<file path="src/hdl/bds_pkg.sv">
// Shared types and constants for the brush dab spacing unit.
package bds_pkg;

    localparam int POS_W   = 20;
    localparam int ROT_W   = 16;
    localparam int SF_W    = 16;
    localparam int TS_W    = 11;
    localparam int LEFT_W  = 22;
    localparam int DIST_W  = 21;
    localparam int SQ_W    = 40;
    localparam int RAD_W   = 42;
    localparam int PROD_W  = 42;
    localparam int DVD_W   = 44;
    localparam int DVS_W   = 22;
    localparam int IDX_W   = 8;
    localparam int DATA_W  = 16;
    localparam int MAX_DOTS_DEF = 64;

    localparam logic [SF_W-1:0]   SF_RESET   = 16'd4096;
    localparam logic [TS_W-1:0]   TS_RESET   = 11'd10;
    localparam logic [LEFT_W-1:0] MIN_SPACE  = 22'd256;
    localparam logic [LEFT_W-1:0] LEFT_MAX   = 22'h3FFFFF;
    localparam logic [SQ_W:0]     SHORT_SQ   = 41'd7;

    localparam logic [IDX_W-1:0] REG_STEP_FACTOR = 8'd0;
    localparam logic [IDX_W-1:0] REG_TOOL_SIZE   = 8'd1;

    typedef struct packed {
        logic             clr;
        logic [POS_W-1:0] x0;
        logic [POS_W-1:0] y0;
        logic [ROT_W-1:0] r0;
        logic [POS_W-1:0] x;
        logic [POS_W-1:0] y;
    } seg_t;

endpackage

</file>
<file path="src/hdl/bds_fifo.sv">
// Short segment queue between front and back.
module bds_fifo
(
    input  logic          clk,
    input  logic          rst_n,
    input  logic          push,
    input  bds_pkg::seg_t wr_data,
    input  logic          pop,
    output bds_pkg::seg_t rd_data,
    output logic          not_empty,
    output logic          full
);
    bds_pkg::seg_t mem [4];
    logic [1:0] wr_ptr_reg;
    logic [1:0] rd_ptr_reg;
    logic [2:0] count_reg;

    assign rd_data   = mem[rd_ptr_reg];
    assign not_empty = (count_reg != 3'd0);
    assign full      = (count_reg == 3'd4);

    always_ff @(posedge clk)
    begin
        if (push)
        begin
            mem[wr_ptr_reg] <= wr_data;
        end
    end

    always_ff @(posedge clk or negedge rst_n)
    begin
        if (!rst_n)
        begin
            wr_ptr_reg <= 2'd0;
            rd_ptr_reg <= 2'd0;
            count_reg  <= 3'd0;
        end
        else
        begin
            if (push)
            begin
                wr_ptr_reg <= wr_ptr_reg + 2'd1;
            end
            if (pop)
            begin
                rd_ptr_reg <= rd_ptr_reg + 2'd1;
            end
            if (push && !pop)
            begin
                count_reg <= count_reg + 3'd1;
            end
            else if (pop && !push)
            begin
                count_reg <= count_reg - 3'd1;
            end
        end
    end
endmodule

</file>
<file path="config.mk">
export PLATFORM = sky130hd
export DESIGN_NAME = bds_fifo
export DESIGN_NICKNAME = d
export VERILOG_FILES = /design/src/hdl/bds_pkg.sv /design/src/hdl/bds_fifo.sv
export SDC_FILE = /design/constraint.sdc
export NUM_CORES = 1
export LEC_CHECK = 0
export ABC_CLOCK_PERIOD_IN_PS = 3770
export BUFFER_PORTS_ARGS = -buffer_cell sky130_fd_sc_hd__buf_2
export CAP_MARGIN = 30
export CORE_ASPECT_RATIO = 0.6
export CORE_UTILIZATION = 30
export CTS_CLUSTER_DIAMETER = 120
export DETAILED_ROUTE_END_ITERATION = 6
export PLACE_DENSITY_LB_ADDON = 0.15
export SLEW_MARGIN = 30
export SYNTH_ARGS = -nofsm -noshare
export SYNTH_HDL_FRONTEND = slang
export SYNTH_SLANG_ARGS = --single-unit
</file>
<file path="constraint.sdc">
create_clock -name clk -period 3.77 [get_ports clk]
set_input_delay 0.754 -clock clk [delete_from_list [all_inputs] [get_ports clk]]
set_output_delay 0.754 -clock clk [all_outputs]
set_load 0.05 [all_outputs]
</file>
==> key figures <==
Finish
  – Fin util: between 30% and 40%
  – Synthesis-to-layout area growth: 21.6%
  – Leading cell types in the layout, fill and taps excluded: edfxtp_1, buf_2, mux4_2
  – Post-route cell area: 17500 µm²
  – Filler cells: 4220
  – Share of post-route cells with drive strength above 1: 46.5%
  – Fin nets: between 800 and 900
  – Flip-flop count of the largest register after layout: 388
  – Commonest non-fill, non-tap cell in the layout: edfxtp_1

Yosys
  – Gate Count Post-Synth: 541
  – Post-synthesis cell type count: 21
  – Syn_area_per_cell: 26.6 µm²
  – FF+latch count, synth: a little under 400
  – Ys Warns: 0
  – Syn Std Cell Area: between 10000 and 15000 µm²
  – Mapped Nets: 648
  – Seq/Total Area, Yosys: slightly above 80%

Detailed routing
  – WL per Instance: between 20 and 25 µm
  – ANT nets after route: 0
  – Detailed Route Iter0 Violations: 324
  – Via count: 6450
  – Routed wire length: 30.2 mm
  – Post-DR vias/cell: 4.51
  – Drt first pass iters: 4
  – Residual DRC: 0

CTS
  – Worst skew pair latency: ~0.54 ns
  – Resize count post-CTS: 0
  – Setup bufs post-CTS: 0
  – Hold-fix buffers at CTS: 0
  – Clock sink count: 395
  – Clock transition at the registers of the reported paths: 0.06 ns
  – H-tree depth: 2
  – CTS tree: yes
  – Clock Tree Buf Depth: 3
  – CTS root buf: clkbuf_16
  – CTS Buf Count: 40

Critical path
  – Reg2Reg Depth: 4
  – Worst-path maximum fanout: 75
  – Critical path capture point type: primary output
  – Critical path arrival: 2.47 ns
  – Reg2reg end: mem[0][76]$_DFFE_PP_
  – WP data required: roughly 3.0 ns
  – R2R Setup Slk: 1.70 ns
  – CP Class: flop to primary output
  – Startpoint Class: flop
  – Worst r2r src: wr_ptr_reg[0]$_DFFE_PN0P_

STA
  – Worst-Margin Slew: 0.762 ns
  – Hold Slack: between 0.05 and 0.06 ns
  – Final Critical Period: 3.23 ns
  – RSZ-0062 raised after global routing: no
  – Final setup vio count: 0
  – Fin Setup TNS: 0 ns
  – Final Hold Viols: 0
  – Clk_skew: 0.0186 ns
  – Final Max Slew Viols: 0
  – Final period util: 85.6%
  – Maximum clock frequency: between 300 and 400 MHz
  – Slew margin rel.: 49.2%

Place
  – Cell Area, Placed: 16200 µm²
  – HPWL after DPL: 17.8 mm
  – I/O Buffers: 199
  – Routability cong.: between 0.6 and 0.7

Die
  – Die area: 48800 µm²
  – Core area: 46800 µm²
  – Starting Density: between 30% and 40%
  – I/O Pins: 200
  – Row count: 61
  – Chip height: 171 µm
  – Die W: roughly 280 µm

Global route
  – Initial antenna violation count: 1
  – First-pass GRT wire length: 44.7 mm
  – Vias in the first global route: approximately 7200
  – Grt ovf: 0
  – GRT Total Usage: 12.4%
  – Largest net degree at the start of global routing: 76

Min path
  – Hold Path Class: input port to asynchronous set/reset pin

Power
  – Max rail drop VDD: 521 µV
  – Leakage: 5.87 nW
  – Pwr dens: 907 nW/µm²

Run
  – Max Cap Viol: 0

Run status
  – Status: complete, no violations
==> synthesized netlist by cell type, drive strengths merged <==
master  instances  share of area (%)
clkbuf          6               0.16
nor3b           1              0.052
edfxtp        388                 81
nor2            1              0.026
mux2            1              0.078
or3             1              0.044
o21ai           1              0.035
nand2           2              0.052
fa              1               0.14
ha              5               0.44
and2            4               0.17
xnor2           2               0.12
buf            16               0.79
inv             4               0.10
dfrtp           7                1.2
xor2            4               0.24
mux4           97                 15
==> power by group <==
part / switching (mW) / internal [mW]
clock network: 1.61 / 2.27
logic: 4.22 / 1.74
registers: 0.254 / 5.74
==> worst max path at each step <==
stage,to,from,cells after the start
2_1_floorplan,mem[1][0]$_DFFE_PP_,push,1
3_3_place_gp,rd_data[17],rd_ptr_reg[0]$_DFFE_PN0P_,3
3_5_place_dp,rd_data[17],rd_ptr_reg[0]$_DFFE_PN0P_,3
4_1_cts,rd_data[17],rd_ptr_reg[0]$_DFFE_PN0P_,3
5_1_grt,rd_data[17],rd_ptr_reg[0]$_DFFE_PN0P_,3
6_report,rd_data[17],rd_ptr_reg[0]$_DFFE_PN0P_,3
==> critical path: stages (launching register included) <==
cell and delay [ns]:
dfrtp_4 0.42, buf_12 0.44, mux4_2 0.63, buf_2 0.24
==> metal layers <==
metal  part of all wire, %  vias up  track usage, %
met4                   1.6        0            3.16
met1                    43     3455            15.4
li1                      -     2808               -
met3                   5.2       45            3.41
met5                     0        -               0
met2                    51      142            21.4
==> per-stage QoR <==
step	setup WS, ns	cells	total power [mW]
2_1_floorplan	0.308	541	10.7
4_1_cts	0.515	1430	16.2
3_3_place_gp	1.13	1361	12.1
6_report	0.543	1431	15.8
5_1_grt	0.454	1430	16.5
3_5_place_dp	1.11	1361	12.2
==> cell families (layout without fill, tap and decap cells) <==
kind of cell | Yosys count | count (layout) | synth area share, %
flip-flops | 395 | 395 | 82.3
multiplexers | 98 | 98 | 15.3
buffers and inverters | 26 | 285 | 1.05
AND/OR/NAND/NOR | 9 | 9 | 0.348
adder cells (fa/ha/maj) | 6 | 6 | 0.575
XOR/XNOR | 6 | 6 | 0.366
AO/OA/AOI/OAI | 1 | 1 | 0.0348
other | 0 | 1 | 0
==> area by class of cell <==
type                    count  area (µm²)  area share, %
diodes                      1        2.50         0.0143
repair buffers            212        1170           6.69
flip-flops and latches    395       11800           67.7
clock inverters            19         209           1.20
inverters                   4        15.0         0.0859
well taps                 630         788           4.51
multi-input cells         120        2400           13.7
clock buffers              50        1060           6.07
Note: power is estimated with default switching activity, not from simulation.
