### src/hdl/bds_pkg.sv
// Shared types and constants for the brush dab spacing unit.
package bds_pkg;

    localparam int POS_W   = 20;
    localparam int ROT_W   = 16;
    localparam int SF_W    = 16;
    localparam int TS_W    = 11;
    localparam int LEFT_W  = 22;
    localparam int DIST_W  = 21;
    localparam int SQ_W    = 40;
    localparam int RAD_W   = 42;
    localparam int PROD_W  = 42;
    localparam int DVD_W   = 44;
    localparam int DVS_W   = 22;
    localparam int IDX_W   = 8;
    localparam int DATA_W  = 16;
    localparam int MAX_DOTS_DEF = 64;

    localparam logic [SF_W-1:0]   SF_RESET   = 16'd4096;
    localparam logic [TS_W-1:0]   TS_RESET   = 11'd10;
    localparam logic [LEFT_W-1:0] MIN_SPACE  = 22'd256;
    localparam logic [LEFT_W-1:0] LEFT_MAX   = 22'h3FFFFF;
    localparam logic [SQ_W:0]     SHORT_SQ   = 41'd7;

    localparam logic [IDX_W-1:0] REG_STEP_FACTOR = 8'd0;
    localparam logic [IDX_W-1:0] REG_TOOL_SIZE   = 8'd1;

    typedef struct packed {
        logic             clr;
        logic [POS_W-1:0] x0;
        logic [POS_W-1:0] y0;
        logic [ROT_W-1:0] r0;
        logic [POS_W-1:0] x;
        logic [POS_W-1:0] y;
    } seg_t;

endpackage

### src/hdl/bds_front.sv
// Front end: accepts stroke points and classifies them into segments.
module bds_front
(
    input  logic                         clk,
    input  logic                         rst_n,
    input  logic                         in_valid,
    input  logic [bds_pkg::POS_W-1:0]    pos_x,
    input  logic [bds_pkg::POS_W-1:0]    pos_y,
    input  logic [bds_pkg::ROT_W-1:0]    rotation,
    input  logic                         start_stroke,
    input  logic                         q_full,
    output logic                         in_stall,
    output logic                         push,
    output bds_pkg::seg_t                seg
);
    logic [bds_pkg::POS_W-1:0] prev_x_reg;
    logic [bds_pkg::POS_W-1:0] prev_y_reg;
    logic [bds_pkg::ROT_W-1:0] prev_rot_reg;
    logic                      have_prev_reg;
    logic                      accept;
    logic                      same;

    assign in_stall = q_full;
    assign accept   = in_valid && !q_full;
    assign same     = have_prev_reg && (pos_x == prev_x_reg) && (pos_y == prev_y_reg)
                      && (rotation == prev_rot_reg);
    assign push     = accept && (start_stroke || (have_prev_reg && !same));

    assign seg.clr = start_stroke;
    assign seg.x0  = prev_x_reg;
    assign seg.y0  = prev_y_reg;
    assign seg.r0  = prev_rot_reg;
    assign seg.x   = pos_x;
    assign seg.y   = pos_y;

    always_ff @(posedge clk or negedge rst_n)
    begin
        if (!rst_n)
        begin
            prev_x_reg    <= '0;
            prev_y_reg    <= '0;
            prev_rot_reg  <= '0;
            have_prev_reg <= 1'b0;
        end
        else if (accept && (start_stroke || !same))
        begin
            prev_x_reg    <= pos_x;
            prev_y_reg    <= pos_y;
            prev_rot_reg  <= rotation;
            have_prev_reg <= 1'b1;
        end
    end
endmodule

### config.mk
export PLATFORM = sky130hd
export DESIGN_NAME = bds_front
export DESIGN_NICKNAME = d
export VERILOG_FILES = /design/src/hdl/bds_pkg.sv /design/src/hdl/bds_front.sv
export SDC_FILE = /design/constraint.sdc
export NUM_CORES = 1
export LEC_CHECK = 0
export BUFFER_PORTS_ARGS = -buffer_cell sky130_fd_sc_hd__buf_2
export CAP_MARGIN = 10
export CORE_MARGIN = 1
export CORE_UTILIZATION = 49
export DETAILED_ROUTE_END_ITERATION = 7
export HOLD_SLACK_MARGIN = 0.1
export MAX_ROUTING_LAYER = met4
export PLACE_DENSITY = 0.85
export SLEW_MARGIN = 20
export SYNTH_ARGS = -nofsm -noshare
export SYNTH_HDL_FRONTEND = slang
export SYNTH_SLANG_ARGS = --single-unit
export TNS_END_PERCENT = 10
### constraint.sdc
create_clock -name clk -period 4.3 [get_ports clk]
set_input_delay 0.645 -clock clk [delete_from_list [all_inputs] [get_ports clk]]
set_output_delay 0.645 -clock clk [all_outputs]
set_load 0.01 [all_outputs]
==> impl_metrics.csv <==
group,metric,value,unit
grt,grt_pass1_wl,9177,um
pwr,leakagePower,1.916,nW
grt,grt.busiest_layer,"met2",
grt,grt_pass1_vias,2058,
timing,fin_tns_setup,0,ps
pwr,pwr-share-comb,25.3,%
grt,met3_usage,4.889,%
pwr,vdd_drop_max,0.2363,mV
pwr,p_clk_share,31.9,%
pwr,p_int,1.149,mW
timing,fin_crit_sh,67.77,%
grt,track_usage,19.18,%
critical_path,cp.arrival,2270,ps
timing,layout_min_cycle_time,2914,ps
cts,cts_tree,"done",
final_layout,n_antenna_cell,0,
timing,hold_viol,0,
route,drc,0,
floorplanning,initial_core_util,51.89,%
logic_synthesis,post_synth.cell_area_avg,12.87,sq um
worst_hold_path,hold_class,"in -> async",
logic_synthesis,yosysSeqAreaShare,45.62,%
critical_path,r2r_end,"prev_y_reg[8]$_DFFE_PN0P_",
cts,root_buffer,"clkbuf_8",
placement,post-place-ws,1316,ps
logic_synthesis,synth_cell_types,19,
floorplanning,row_count,28,
route,drt_iter0_markers,70,
grt,met1_usage,21.93,%
route,vias,2192,
flow_run,maxCapViolCount,0,
logic_synthesis,ys_warn_count,0,
grt,antenna_found_initial,0,
placement,portBuffers,159,
pwr,powerDensity,414.3,nW/um^2
cts,cts_setup_buffers,0,
pwr,power.total,1.606,mW
timing,slew_headroom,46.07,%
critical_path,setup.worst_path.start_class,"flop",
grt,use_met2,32.07,%
route,antenna_left,0,
timing,setup_slack,1386,ps
route,drtPass1Iterations,4,
floorplanning,die_y,81.88,um
logic_synthesis,syn_nets,304,
floorplanning,die_w,81.88,um
route,wl_per_cell,13.99,um
cts,ctsResizeCount,0,
grt,grt_max_degree,58,
timing,grt_setup_unrepaired,"no",
logic_synthesis,synth_seq_cells,57,
timing,finalSetupViolations,0,
critical_path,cp-end-kind,"output port",
logic_synthesis,syn-instance-count,243,
cts,cts_htree_levels,3,
critical_path,critical_path_class,"reg -> out",
critical_path,cp_max_fo,3,
cts,clockBufferDepth,2,
pwr,pwr-share-seq,42.7,%
cts,clock_sinks,57,
final_layout,final_layout_size_suffix_gt1_share,62.37,%
placement,dpl.hpwl,4788,um
cts,holdBufCountCts,0,
grt,grt-ovfl-total,0,
run_status,status,"finished clean",
route,routed_via_density,4.904,
critical_path,crit_required,3650,ps
placement,place_area,3669,sq um
pwr,p_sw,0.4566,mW
route,wl,6254,um
floorplanning,die_area,6704,sq um
placement,gp_congestion,0.7886,
cts,clk_pin_slew,70,ps
critical_path,r2r_start,"prev_y_reg[10]$_DFFE_PN0P_",
pwr,switching_share,28.43,%
timing,max_freq,343.2,MHz
logic_synthesis,synth_area,3127,sq um
critical_path,r2r_slack,1700,ps
final_layout,fin_area,3876,sq um
final_layout,final_nets,428,
cts,clock_latency,320,ps
floorplanning,core_area,6026,sq um
cts,numCtsBuffers,9,
floorplanning,ioPinCount,160,
final_layout,area_delta_synth_final,23.97,%
timing,slew_viol_final,0,
timing,finalClockSkew,7.937,ps
critical_path,rr_worst_depth,7,
timing,tightest_slew,808.9,ps
synthesized netlist by cell type:
| cell | number | share of area [%] |
|---|---|---|
| buf_4 | 42 | 10 |
| o21a_1 | 1 | 0.24 |
| o22ai_1 | 1 | 0.20 |
| mux2_4 | 17 | 8.2 |
| a21oi_1 | 1 | 0.16 |
| buf_2 | 3 | 0.48 |
| or2_2 | 1 | 0.20 |
| mux2_2 | 38 | 14 |
| nand4_1 | 8 | 1.6 |
| buf_6 | 3 | 1.1 |
| xor2_1 | 33 | 9.2 |
| o311a_1 | 1 | 0.32 |
| a222oi_1 | 1 | 0.32 |
| dfrtp_1 | 57 | 46 |
| xnor2_1 | 20 | 5.6 |
| mux2i_1 | 1 | 0.32 |
| nor4_1 | 9 | 1.8 |
| inv_1 | 5 | 0.60 |
| nor4b_1 | 1 | 0.28 |
stage by stage:
stage / hold WS (ps) / util (%) / cells
5_1_grt: 459.6 / 64.33 / 447
6_report: 408.0 / 64.33 / 447
3_3_place_gp: 481.2 / 60.88 / 431
4_1_cts: 426.5 / 64.33 / 447
2_1_floorplan: 349.4 / - / 243
3_5_place_dp: 480.6 / 60.88 / 431
layout by cell type, fill, tap and decap left out, types with 2 or more instances in the layout:
| cell type | instances |
|---|---|
| clkbuf_8 | 12 |
| xor2_1 | 33 |
| buf_2 | 159 |
| nor4_1 | 9 |
| buf_4 | 2 |
| clkbuf_1 | 2 |
| inv_1 | 5 |
| xnor2_1 | 20 |
| mux2_4 | 17 |
| dfrtp_1 | 57 |
| mux2_2 | 38 |
| nand4_1 | 8 |
power groups by stage:
stage          Clock (mW)  Combinational [mW]  Sequential [mW]
2_1_floorplan           0               0.223            0.727
3_3_place_gp            0               0.402            0.691
3_5_place_dp            0               0.412            0.695
4_1_cts             0.528               0.413            0.687
5_1_grt             0.553               0.442            0.698
6_report            0.513               0.407            0.686
worst max-delay path, stage by stage (launching register included):
cell,delay [ps]
dfrtp_1,410
xnor2_1,190
nand4_1,150
nor4_1,360
nand4_1,150
o311a_2,430
o21a_1,120
buf_2,140
worst max path at each step:
| stage | from | end | slack [ps] | cells past startpoint |
|---|---|---|---|---|
| after floorplan | pos_y[13] | push | 1610 | 8 |
| after global placement | pos_y[13] | push | 1330 | 8 |
| after detailed placement | pos_x[1] | prev_y_reg[11]$_DFFE_PN0P_ | 1320 | 8 |
| after CTS | prev_x_reg[1]$_DFFE_PN0P_ | push | 1310 | 7 |
| after global routing | prev_y_reg[9]$_DFFE_PN0P_ | push | 1270 | 7 |
| final | prev_y_reg[10]$_DFFE_PN0P_ | push | 1390 | 7 |
per-layer routing:
| metal | part of all wire [%] | routed length (um) |
|---|---|---|
| met1 | 41 | 2575 |
| met2 | 51 | 3214 |
| met3 | 6.2 | 386 |
| met4 | 1.2 | 78 |
| met5 | 0 | 0 |
logic make-up after synthesis:
kind of cell	after synthesis	share of synthesized area, %
xor gates and xnor gates	53	14.85
AOI/OAI and AO/OA	5	1.241
and+or+nand+nor	19	3.882
buffers and inverters	53	12.24
DFF	57	45.62
muxes	56	22.17
cell type report:
cell class              count  area (sq um)
well taps                  75         93.84
fillers                   501          2150
inverters                   5         18.77
repair buffers            161         810.8
clock inverters             2         35.03
multi-input cells         133          1319
flip-flops and latches     57          1426
clock buffers              14         172.7
No activity file was read; power rests on OpenSTA's default activity.
